===== src/sv/bakery_ticket_arbiter_core_defines.svh =====
// Assertion macros for the bakery ticket arbiter.
// Included by the top level; expands to nothing when SYNTHESIS is defined.
`ifndef BAKERY_TICKET_ARBITER_CORE_DEFINES_SVH
`define BAKERY_TICKET_ARBITER_CORE_DEFINES_SVH
`ifndef SYNTHESIS
`define BTA_ASSERT_IMP(lbl, clk_s, rst_n_s, ante, cons) \
	lbl: assert property (@(posedge clk_s) disable iff (!rst_n_s) (ante) |-> (cons)) \
		else $error("bakery ticket arbiter check failed");
`define BTA_ASSERT_NXT(lbl, clk_s, rst_n_s, ante, cons) \
	lbl: assert property (@(posedge clk_s) disable iff (!rst_n_s) (ante) |=> (cons)) \
		else $error("bakery ticket arbiter check failed");
`else
`define BTA_ASSERT_IMP(lbl, clk_s, rst_n_s, ante, cons)
`define BTA_ASSERT_NXT(lbl, clk_s, rst_n_s, ante, cons)
`endif
`endif


===== src/sv/bta_pkg.sv =====
// Shared types and constants for the bakery ticket arbiter.
// Used by the controller, the datapath and the top level.
package bta_pkg;

	localparam int CLIENTS_DEF     = 16;
	localparam int TICKET_BITS_DEF = 16;

	localparam int CFG_W        = 5;
	localparam int CLIENT_W     = 4;
	localparam int OUT_TICKET_W = 16;
	localparam int STATUS_W     = 2;

	localparam logic [CFG_W-1:0] ACTIVE_RESET = 5'd16;

	localparam logic [STATUS_W-1:0] ST_OK        = 2'd0;
	localparam logic [STATUS_W-1:0] ST_SATURATED = 2'd1;
	localparam logic [STATUS_W-1:0] ST_DUPLICATE = 2'd2;
	localparam logic [STATUS_W-1:0] ST_RANGE     = 2'd3;

	typedef struct packed {
		logic start;
		logic walk;
		logic resolve;
		logic commit;
	} bta_cmd_t;

	typedef struct packed {
		logic walk_done;
		logic out_free;
	} bta_sts_t;

endpackage


===== src/sv/bta_ctrl.sv =====
// Controller state machine for the bakery ticket arbiter.
// Depends on bta_pkg for the command and status structs.
module bta_ctrl
	import bta_pkg::*;
(
	input  logic     clk,
	input  logic     arst_n,
	input  logic     in_valid,
	output logic     in_ready,
	input  bta_sts_t sts,
	output bta_cmd_t cmd
);

	typedef enum logic [3:0] {
		S_IDLE    = 4'b0001,
		S_WALK    = 4'b0010,
		S_RESOLVE = 4'b0100,
		S_COMMIT  = 4'b1000
	} state_t;

	state_t state_q, state_d;

	always_comb begin
		state_d     = state_q;
		cmd         = '0;
		in_ready    = 1'b0;
		case (state_q)
			S_IDLE: begin
				in_ready  = 1'b1;
				cmd.start = in_valid;
				if (in_valid) begin
					state_d = S_WALK;
				end
			end
			S_WALK: begin
				cmd.walk = 1'b1;
				if (sts.walk_done) begin
					state_d = S_RESOLVE;
				end
			end
			S_RESOLVE: begin
				cmd.resolve = 1'b1;
				state_d     = S_COMMIT;
			end
			S_COMMIT: begin
				if (sts.out_free) begin
					cmd.commit = 1'b1;
					state_d    = S_IDLE;
				end
			end
			default: begin
				state_d = S_IDLE;
			end
		endcase
	end

	always_ff @(posedge clk or negedge arst_n) begin
		if (!arst_n) begin
			state_q <= S_IDLE;
		end else begin
			state_q <= state_d;
		end
	end

endmodule


===== src/sv/bta_datapath.sv =====
// Datapath of the bakery ticket arbiter: ticket memory with valid bits,
// serial max and grant walk, result resolution and output register.
// Depends on bta_pkg.
module bta_datapath
	import bta_pkg::*;
#(
	parameter int CLIENTS     = CLIENTS_DEF,
	parameter int TICKET_BITS = TICKET_BITS_DEF
) (
	input  logic                clk,
	input  logic                arst_n,
	input  bta_cmd_t            cmd,
	output bta_sts_t            sts,
	input  logic                cfg_we,
	input  logic [CFG_W-1:0]    cfg_wdata,
	input  logic                in_mode,
	input  logic [CLIENT_W-1:0] in_client,
	input  logic                m_tready,
	output logic                m_tvalid,
	output logic [23:0]         m_tdata
);

	localparam int IDX_W = (CLIENTS > 1) ? $clog2(CLIENTS) : 1;
	localparam int CNT_W = $clog2(CLIENTS + 1);
	localparam logic [7:0] CLIENTS8 = 8'(CLIENTS);
	localparam logic [TICKET_BITS-1:0] TOP = {TICKET_BITS{1'b1}};
	localparam logic [TICKET_BITS-1:0] ONE = TICKET_BITS'(1);

	logic [TICKET_BITS-1:0] mem [CLIENTS];
	logic [CLIENTS-1:0]     valid_q;

	logic [CFG_W-1:0]       active_q;
	logic                   mode_q;
	logic [CLIENT_W-1:0]    who_q;

	logic [CNT_W-1:0]       addr_q;
	logic                   rd_vld_s1;
	logic                   rd_ent_s1;
	logic [IDX_W-1:0]       rd_idx_s1;
	logic [TICKET_BITS-1:0] rd_data_s1;

	logic [TICKET_BITS-1:0] max_q;
	logic                   found_q;
	logic [TICKET_BITS-1:0] best_q;
	logic [IDX_W-1:0]       best_idx_q;
	logic [TICKET_BITS-1:0] old_who_q;

	logic [STATUS_W-1:0]    status_q;
	logic [TICKET_BITS-1:0] cand_q;
	logic [TICKET_BITS-1:0] assign_q;
	logic                   wr_en_q;
	logic                   wr_set_q;

	logic                   out_valid_q;
	logic [23:0]            out_data_q;

	logic [7:0]             act8;
	logic [7:0]             cnt8;
	logic [CNT_W-1:0]       count;
	logic [7:0]             who8;
	logic                   in_range;
	logic [IDX_W-1:0]       who_idx;
	logic [IDX_W-1:0]       addr_idx;
	logic                   rd_go;
	logic [TICKET_BITS-1:0] rd_tkt;
	logic                   rd_is_who;
	logic                   dup;
	logic                   sat;
	logic [TICKET_BITS-1:0] next_tkt;
	logic                   take_who;
	logic                   g_valid;
	logic [IDX_W-1:0]       g_idx;
	logic [7:0]             g_idx8;
	logic [31:0]            tkt32;

	always_comb begin
		act8 = {3'b000, active_q};
		if (act8 < 8'd2) begin
			cnt8 = 8'd2;
		end else if (act8 > CLIENTS8) begin
			cnt8 = CLIENTS8;
		end else begin
			cnt8 = act8;
		end
	end

	assign count     = cnt8[CNT_W-1:0];
	assign who8      = {4'b0000, who_q};
	assign in_range  = who8 < cnt8;
	assign who_idx   = IDX_W'(who8);
	assign addr_idx  = addr_q[IDX_W-1:0];
	assign rd_go     = cmd.walk && (addr_q < count);
	assign rd_tkt    = rd_ent_s1 ? rd_data_s1 : '0;
	assign rd_is_who = (8'(rd_idx_s1) == who8);

	assign sts.walk_done = (addr_q == count) && !rd_vld_s1;
	assign sts.out_free  = !out_valid_q || m_tready;

	always_ff @(posedge clk or negedge arst_n) begin
		if (!arst_n) begin
			active_q <= ACTIVE_RESET;
		end else if (cfg_we) begin
			active_q <= cfg_wdata;
		end
	end

	// Ticket memory and its registered read port.
	always_ff @(posedge clk) begin
		if (cmd.commit && wr_en_q && wr_set_q) begin
			mem[who_idx] <= assign_q;
		end
		if (rd_go) begin
			rd_data_s1 <= mem[addr_idx];
		end
	end

	always_ff @(posedge clk or negedge arst_n) begin
		if (!arst_n) begin
			valid_q <= '0;
		end else if (cmd.commit && wr_en_q) begin
			valid_q[who_idx] <= wr_set_q;
		end
	end

	// Walk over the active entries: running maximum and the grant among the
	// other clients, plus the requester's own current ticket.
	always_ff @(posedge clk or negedge arst_n) begin
		if (!arst_n) begin
			mode_q     <= 1'b0;
			who_q      <= '0;
			addr_q     <= '0;
			rd_vld_s1  <= 1'b0;
			rd_ent_s1  <= 1'b0;
			rd_idx_s1  <= '0;
			max_q      <= '0;
			found_q    <= 1'b0;
			best_q     <= '0;
			best_idx_q <= '0;
			old_who_q  <= '0;
		end else if (cmd.start) begin
			mode_q     <= in_mode;
			who_q      <= in_client;
			addr_q     <= '0;
			rd_vld_s1  <= 1'b0;
			max_q      <= '0;
			found_q    <= 1'b0;
			best_q     <= '0;
			best_idx_q <= '0;
			old_who_q  <= '0;
		end else if (cmd.walk) begin
			rd_vld_s1 <= rd_go;
			if (rd_go) begin
				rd_ent_s1 <= valid_q[addr_idx];
				rd_idx_s1 <= addr_idx;
				addr_q    <= addr_q + 1'b1;
			end
			if (rd_vld_s1) begin
				if (rd_tkt > max_q) begin
					max_q <= rd_tkt;
				end
				if (rd_is_who) begin
					old_who_q <= rd_tkt;
				end else if (rd_tkt != '0 && (!found_q || rd_tkt < best_q)) begin
					found_q    <= 1'b1;
					best_q     <= rd_tkt;
					best_idx_q <= rd_idx_s1;
				end
			end
		end
	end

	assign dup      = (old_who_q != '0);
	assign sat      = (max_q == TOP);
	assign next_tkt = sat ? TOP : (max_q + ONE);

	always_ff @(posedge clk or negedge arst_n) begin
		if (!arst_n) begin
			status_q <= ST_OK;
			cand_q   <= '0;
			assign_q <= '0;
			wr_en_q  <= 1'b0;
			wr_set_q <= 1'b0;
		end else if (cmd.resolve) begin
			wr_set_q <= !mode_q;
			if (!in_range) begin
				status_q <= ST_RANGE;
				cand_q   <= '0;
				assign_q <= '0;
				wr_en_q  <= 1'b0;
			end else if (mode_q) begin
				status_q <= ST_OK;
				cand_q   <= '0;
				assign_q <= '0;
				wr_en_q  <= 1'b1;
			end else if (dup) begin
				status_q <= ST_DUPLICATE;
				cand_q   <= old_who_q;
				assign_q <= '0;
				wr_en_q  <= 1'b0;
			end else begin
				status_q <= sat ? ST_SATURATED : ST_OK;
				cand_q   <= next_tkt;
				assign_q <= next_tkt;
				wr_en_q  <= 1'b1;
			end
		end
	end

	// The requester was left out of the grant search in the walk; fold its final ticket back in.
	assign take_who = (cand_q != '0)
		&& (!found_q || cand_q < best_q || (cand_q == best_q && who_idx < best_idx_q));
	assign g_valid  = found_q || take_who;
	assign g_idx    = take_who ? who_idx : (found_q ? best_idx_q : '0);
	assign g_idx8   = 8'(g_idx);
	assign tkt32    = 32'(assign_q);

	always_ff @(posedge clk or negedge arst_n) begin
		if (!arst_n) begin
			out_valid_q <= 1'b0;
			out_data_q  <= '0;
		end else if (cmd.commit) begin
			out_valid_q <= 1'b1;
			out_data_q  <= {1'b0, status_q, g_idx8[3:0], g_valid, tkt32[OUT_TICKET_W-1:0]};
		end else if (m_tready) begin
			out_valid_q <= 1'b0;
		end
	end

	assign m_tvalid = out_valid_q;
	assign m_tdata  = out_data_q;

endmodule


===== src/sv/bakery_ticket_arbiter_core.sv =====
// Bakery ticket arbiter: each item is a request or a release from one client, and
// each item yields one result with the assigned ticket, the current grant and a
// status code. The walk covers the first count entries of the ticket memory, where
// count is the effective number of active clients; it reads one entry per cycle
// through its single registered read port and finds the largest ticket and the
// grant in one pass. A new item is taken once the previous result sits in the
// output register. Tickets live in a memory whose entries carry valid bits that
// reset clears at once, so no clearing pass is needed after reset.
`include "bakery_ticket_arbiter_core_defines.svh"
module bakery_ticket_arbiter_core
	import bta_pkg::*;
#(
	parameter int CLIENTS     = CLIENTS_DEF,
	parameter int TICKET_BITS = TICKET_BITS_DEF
) (
	input  logic             clk,
	input  logic             arst_n,
	input  logic             cfg_we,
	input  logic [CFG_W-1:0] cfg_wdata,  // active_clients
	input  logic             s_tvalid,
	output logic             s_tready,
	input  logic [7:0]       s_tdata,    // client[3:0], zero pad [7:4]
	input  logic [0:0]       s_tuser,    // mode[0]
	output logic             m_tvalid,
	input  logic             m_tready,
	output logic [23:0]      m_tdata     // ticket[15:0], grant_valid[16],
	                                     // grant_client[20:17], status[22:21], pad[23]
);

	bta_cmd_t cmd;
	bta_sts_t sts;

	bta_ctrl u_ctrl (
		.clk      (clk),
		.arst_n   (arst_n),
		.in_valid (s_tvalid),
		.in_ready (s_tready),
		.sts      (sts),
		.cmd      (cmd)
	);

	bta_datapath #(
		.CLIENTS     (CLIENTS),
		.TICKET_BITS (TICKET_BITS)
	) u_datapath (
		.clk       (clk),
		.arst_n    (arst_n),
		.cmd       (cmd),
		.sts       (sts),
		.cfg_we    (cfg_we),
		.cfg_wdata (cfg_wdata),
		.in_mode   (s_tuser[0]),
		.in_client (s_tdata[CLIENT_W-1:0]),
		.m_tready  (m_tready),
		.m_tvalid  (m_tvalid),
		.m_tdata   (m_tdata)
	);

	`BTA_ASSERT_NXT(a_one_item_at_a_time, clk, arst_n, s_tvalid && s_tready, !s_tready)
	`BTA_ASSERT_IMP(a_commit_needs_free_output, clk, arst_n, cmd.commit, !m_tvalid || m_tready)
	`BTA_ASSERT_IMP(a_no_grant_means_client_zero, clk, arst_n, m_tvalid && !m_tdata[16], m_tdata[20:17] == 4'd0)
	`BTA_ASSERT_IMP(a_ignored_gives_no_ticket, clk, arst_n, m_tvalid && (m_tdata[22:21] == ST_DUPLICATE || m_tdata[22:21] == ST_RANGE), m_tdata[15:0] == 16'd0)

endmodule

===== config.mk =====
export PLATFORM = sky130hd
export DESIGN_NAME = bakery_ticket_arbiter_core
export DESIGN_NICKNAME = d
export VERILOG_FILES = /design/src/sv/bta_pkg.sv /design/src/sv/bta_ctrl.sv /design/src/sv/bta_datapath.sv /design/src/sv/bakery_ticket_arbiter_core.sv
export VERILOG_INCLUDE_DIRS = /design/src /design/src/sv
export SDC_FILE = /design/constraint.sdc
export NUM_CORES = 1
export LEC_CHECK = 0
export BUFFER_PORTS_ARGS = -buffer_cell sky130_fd_sc_hd__buf_2
export CAP_MARGIN = 30
export CORE_ASPECT_RATIO = 0.6
export CORE_MARGIN = 1.5
export CORE_UTILIZATION = 60
export DETAILED_ROUTE_END_ITERATION = 12
export GPL_ROUTABILITY_DRIVEN = 0
export GPL_TIMING_DRIVEN = 0
export PLACE_DENSITY = 0.74
export SLEW_MARGIN = 40
export SYNTH_ARGS = -nofsm -noshare
export SYNTH_HDL_FRONTEND = slang
export SYNTH_SLANG_ARGS = --single-unit

===== constraint.sdc =====
create_clock -name clk -period 6.4 [get_ports clk]
set_clock_uncertainty 0.05 [all_clocks]
set_input_delay 0.96 -clock clk [delete_from_list [all_inputs] [get_ports clk]]
set_output_delay 0.96 -clock clk [all_outputs]
set_load 0.01 [all_outputs]

==> out/metrics.cfg <==
[yosys]
post_synth_and_or_nand_nor_area_fraction_pct = 9.531
fraction_of_the_mapped_netlist_area_in_compound_gates_pct = 6.417
netlist-cell-type-count = 62
synth_warnings = 0
synthesis.area_um2 = 18520
seq_total_area_yosys_pct = 64.91
post_synth.cell_area_avg_um2 = 14.48
post_synth_fa_ha_maj_area_fraction_pct = 3.918
synth_fp_nets = 1356
synth-seq-cells = 426
share_of_cell_area_taken_by_muxes_after_synthesis_pct = 11.92
synthesis.instances = 1279
ys.flop_type = sky130_fd_sc_hd__edfxtp_1
synth-xor-area-share_pct = 0.8511
main_combinational_cell_family_by_area_after_synthesis = multiplexers
synth-edff-count = 272
async_reset_ff_share_pct = 36.15

[timing]
setup_repair_after_global_routing_missed_its_margin = no
whs_ns = 0.1501
relSlewSlack_pct = 41.72
max_clock_freq_mhz = 275.1
timing_hold_violations_final = 0
final_max_slew_viol_count = 0
period_share_pct = 56.79
setup_total_negative_slack_ns = 0
worst_pin_slew_ns = 0.8742
report.final.setup_viol = 0
min_period_ns = 3.635

[critical_path]
criticalPathCategory = reg2reg
critPathArrivalTime_ns = 3.99
critical_path_required_ns = 6.76
critical_path.max_fanout = 10
timing.critical_path.to_type = flip-flop
critical_path.startpoint = u_datapath.rd_ent_s1$_DFFE_PN0P_
crit-reg2reg-launch = u_datapath.rd_ent_s1$_DFFE_PN0P_
critPathLaunchType = flip-flop

[placed_design]
dp_hpwl_mm = 33.92
io_buffer_count = 39
place_inst = 1744

[clock_network]
cts-buffers-inserted = 39
cts_hold_repair.buffers = 0
clock-sinks = 426
clock_tree_from_tritoncts = yes
cts_buffer_depth = 3
worstSkewPairLatency_ns = 0.56
htreeDepth = 2
count_of_instances_resized_after_the_clock_tree_is_built = 0
cts_setup_buffers = 0
cts.root.buffer_cell = sky130_fd_sc_hd__clkbuf_16
clk_transition_reported_paths_ns = 0.07

[route]
initialDrtViolationCount = 2041
remaining_drc_errors = 0
drt-vias-per-instance = 6.537
wl_mm = 47.98
wl_per_cell_um = 26.46
route.antenna.remaining_nets = 0
dr_total_vias = 11851
drtPass1Iterations = 6

[grt]
grt_pass1_vias = 11345
globalRouteMet1Util_pct = 51.57
use_met2_pct = 40.80
maximum_number_of_pins_on_one_net_before_global_route_repair = 73
grt_first_pass_wirelength_mm = 72.40
globalRoute.totalOverflow = 0
globalRoute.busiestLayer = met1
grtUsageMet3_pct = 8.635
grt_antenna_before_repair = 0
tot_gr_track_use_pct = 31.08

[cells_and_area]
antenna_cells_inserted = 0
layout.cells.non_filler = 1813
largest_reg_flops = 256
finish.utilization_pct = 69.40
final_layout_size_suffix_gt1_share_pct = 19.07
finalNetCount = 1454
syn_to_layout_area_delta_pct = 13.01
n_fill_cell = 2018
registers.top_by_ff_count = u_datapath.mem

[die]
io_pins = 45
die_span_y_um = 139.1
rows = 49
floorplan.initialDensity_pct = 61.41
chip_width_um = 229.8
coreArea_um2 = 30160
die_area_um2 = 31970

[power]
total_power_w = 0.006301
vdd.ir_drop.worst_mv = 0.2819
pleak_nw = 7.225
power.density_cell_area_nw_per_um2 = 301.0

[outcome]
status = complete, no violations

[worst_hold_path]
worst_hold_path_type = in2async

[job]
maxCapViolations = 0

[routing by layer]
| metal | part of all wire, % | wire (um) |
|---|---|---|
| met1 | 45 | 21350 |
| met2 | 41 | 19640 |
| met4 | 1.6 | 744 |
| met5 | 0 | 0 |
| met3 | 13 | 6237 |
[Yosys cell counts, types with 3 or more instances]
| cell type | number | area (um^2) |
|---|---|---|
| sky130_fd_sc_hd__ha_1 | 58 | 725.7 |
| sky130_fd_sc_hd__nor4_1 | 16 | 100.1 |
| sky130_fd_sc_hd__a21o_1 | 15 | 112.6 |
| sky130_fd_sc_hd__mux2_2 | 15 | 168.9 |
| sky130_fd_sc_hd__or4b_1 | 4 | 40.04 |
| sky130_fd_sc_hd__mux2i_1 | 9 | 90.09 |
| sky130_fd_sc_hd__and4_1 | 5 | 43.79 |
| sky130_fd_sc_hd__inv_1 | 46 | 172.7 |
| sky130_fd_sc_hd__buf_1 | 9 | 33.78 |
| sky130_fd_sc_hd__or3_1 | 16 | 100.1 |
| sky130_fd_sc_hd__and2_1 | 26 | 162.7 |
| sky130_fd_sc_hd__a211oi_1 | 5 | 37.54 |
| sky130_fd_sc_hd__nand2b_1 | 6 | 37.54 |
| sky130_fd_sc_hd__a221o_1 | 8 | 80.08 |
| sky130_fd_sc_hd__o211ai_1 | 6 | 45.04 |
| sky130_fd_sc_hd__a21oi_1 | 56 | 280.3 |
| sky130_fd_sc_hd__xor2_1 | 4 | 35.03 |
| sky130_fd_sc_hd__clkbuf_1 | 38 | 142.6 |
| sky130_fd_sc_hd__nor2b_1 | 8 | 50.05 |
| sky130_fd_sc_hd__nand4_1 | 13 | 81.33 |
| sky130_fd_sc_hd__edfxtp_1 | 272 | 8168 |
| sky130_fd_sc_hd__o21ai_1 | 20 | 100.1 |
| sky130_fd_sc_hd__xnor2_1 | 14 | 122.6 |
| sky130_fd_sc_hd__nand3_1 | 13 | 65.06 |
| sky130_fd_sc_hd__o21ai_0 | 38 | 190.2 |
| sky130_fd_sc_hd__buf_2 | 15 | 75.07 |
| sky130_fd_sc_hd__nor2_1 | 93 | 349.1 |
| sky130_fd_sc_hd__nor3_1 | 13 | 65.06 |
| sky130_fd_sc_hd__and3_1 | 7 | 43.79 |
| sky130_fd_sc_hd__mux4_2 | 85 | 1914 |
| sky130_fd_sc_hd__nand2_1 | 131 | 491.7 |
| sky130_fd_sc_hd__a32o_1 | 20 | 200.2 |
| sky130_fd_sc_hd__dfrtp_1 | 152 | 3804 |
| sky130_fd_sc_hd__mux2_1 | 3 | 33.78 |
[path summary, 6_finish.rpt]
check	end	slack, ns	cells after the start
worst max-delay path	u_datapath.max_q[15]$_DFFE_PN0P_	2.77	12
worst min-delay path	u_datapath.best_q[5]$_DFFE_PN0P_	0.15	1
worst max register to register	u_datapath.max_q[15]$_DFFE_PN0P_	2.77	12
worst min register to register	u_datapath.m_tdata[10]$_DFFE_PN0P_	0.43	2
max in group asynchronous	u_datapath.active_q[4]$_DFFE_PN1P_	5.13	3
min in group clk	u_datapath.m_tdata[10]$_DFFE_PN0P_	0.43	2
[logic make-up after synthesis]
logic type                 Yosys count
AOI/OAI and AO/OA                  185
xor gates and xnor gates            18
adders and majority gates           58
buffers and inverters              112
DFF                                426
muxes                              112
other                                1
and+or+nand+nor                    367
[report_power, final]
part           internal, W  switching [W]  leakage (nW)
clock              0.00126        0.00104         0.593
combinational     0.000314       0.000589          2.56
sequential         0.00300      0.0000981          4.07
[critical path: stages (launching register included)]
cell	delay [ns]
sky130_fd_sc_hd__dfrtp_1	0.35
sky130_fd_sc_hd__clkbuf_1	0.36
sky130_fd_sc_hd__clkbuf_1	0.38
sky130_fd_sc_hd__and2_1	0.35
sky130_fd_sc_hd__ha_1	0.30
sky130_fd_sc_hd__a21oi_1	0.19
sky130_fd_sc_hd__o21ai_1	0.10
sky130_fd_sc_hd__a221oi_1	0.47
sky130_fd_sc_hd__nor3_1	0.11
sky130_fd_sc_hd__clkbuf_1	0.24
sky130_fd_sc_hd__buf_2	0.26
sky130_fd_sc_hd__o21ai_0	0.22
sky130_fd_sc_hd__a21oi_1	0.10
[through the flow]
stage	instance area (um^2)	worst slack (ns)
after floorplan	18520	3.402
after global placement	19230	1.915
after detailed placement	19690	2.885
after CTS	20920	2.874
after global routing	20930	2.499
final	20930	2.765
[layout make-up]
cell class,count,area (um^2),share of cell area (%)
clock inverters,19,168.9,0.8069
well taps,408,510.5,2.439
repair buffers,57,526.8,2.516
plain buffers,64,280.3,1.339
inverters,48,180.2,0.8607
multi-input cells,741,6183,29.54
flip-flops and latches,426,12020,57.44
clock buffers,50,1059,5.057
[placed cells by master (no fill, tap or decap), types with 7 or more instances in the layout]
cell,count
sky130_fd_sc_hd__edfxtp_1,272
sky130_fd_sc_hd__dfrtp_1,152
sky130_fd_sc_hd__nand2_1,131
sky130_fd_sc_hd__mux4_2,85
sky130_fd_sc_hd__nor2_1,77
sky130_fd_sc_hd__ha_1,58
sky130_fd_sc_hd__buf_2,56
sky130_fd_sc_hd__a21oi_1,56
sky130_fd_sc_hd__inv_1,46
sky130_fd_sc_hd__clkbuf_1,41
sky130_fd_sc_hd__clkbuf_16,40
sky130_fd_sc_hd__o21ai_0,38
sky130_fd_sc_hd__and2_1,26
sky130_fd_sc_hd__a32o_1,20
sky130_fd_sc_hd__o21ai_1,20
sky130_fd_sc_hd__nor2_4,16
sky130_fd_sc_hd__or3_1,16
sky130_fd_sc_hd__a21o_1,15
sky130_fd_sc_hd__mux2_2,15
sky130_fd_sc_hd__nor4_1,15
sky130_fd_sc_hd__xnor2_1,14
sky130_fd_sc_hd__nor3_1,13
sky130_fd_sc_hd__nand4_1,13
sky130_fd_sc_hd__nand3_1,13
sky130_fd_sc_hd__buf_8,11
sky130_fd_sc_hd__mux2i_1,9
sky130_fd_sc_hd__nor2b_1,8
sky130_fd_sc_hd__a221o_1,8
sky130_fd_sc_hd__and3_1,7
No activity file was read; power rests on OpenSTA's default activity.
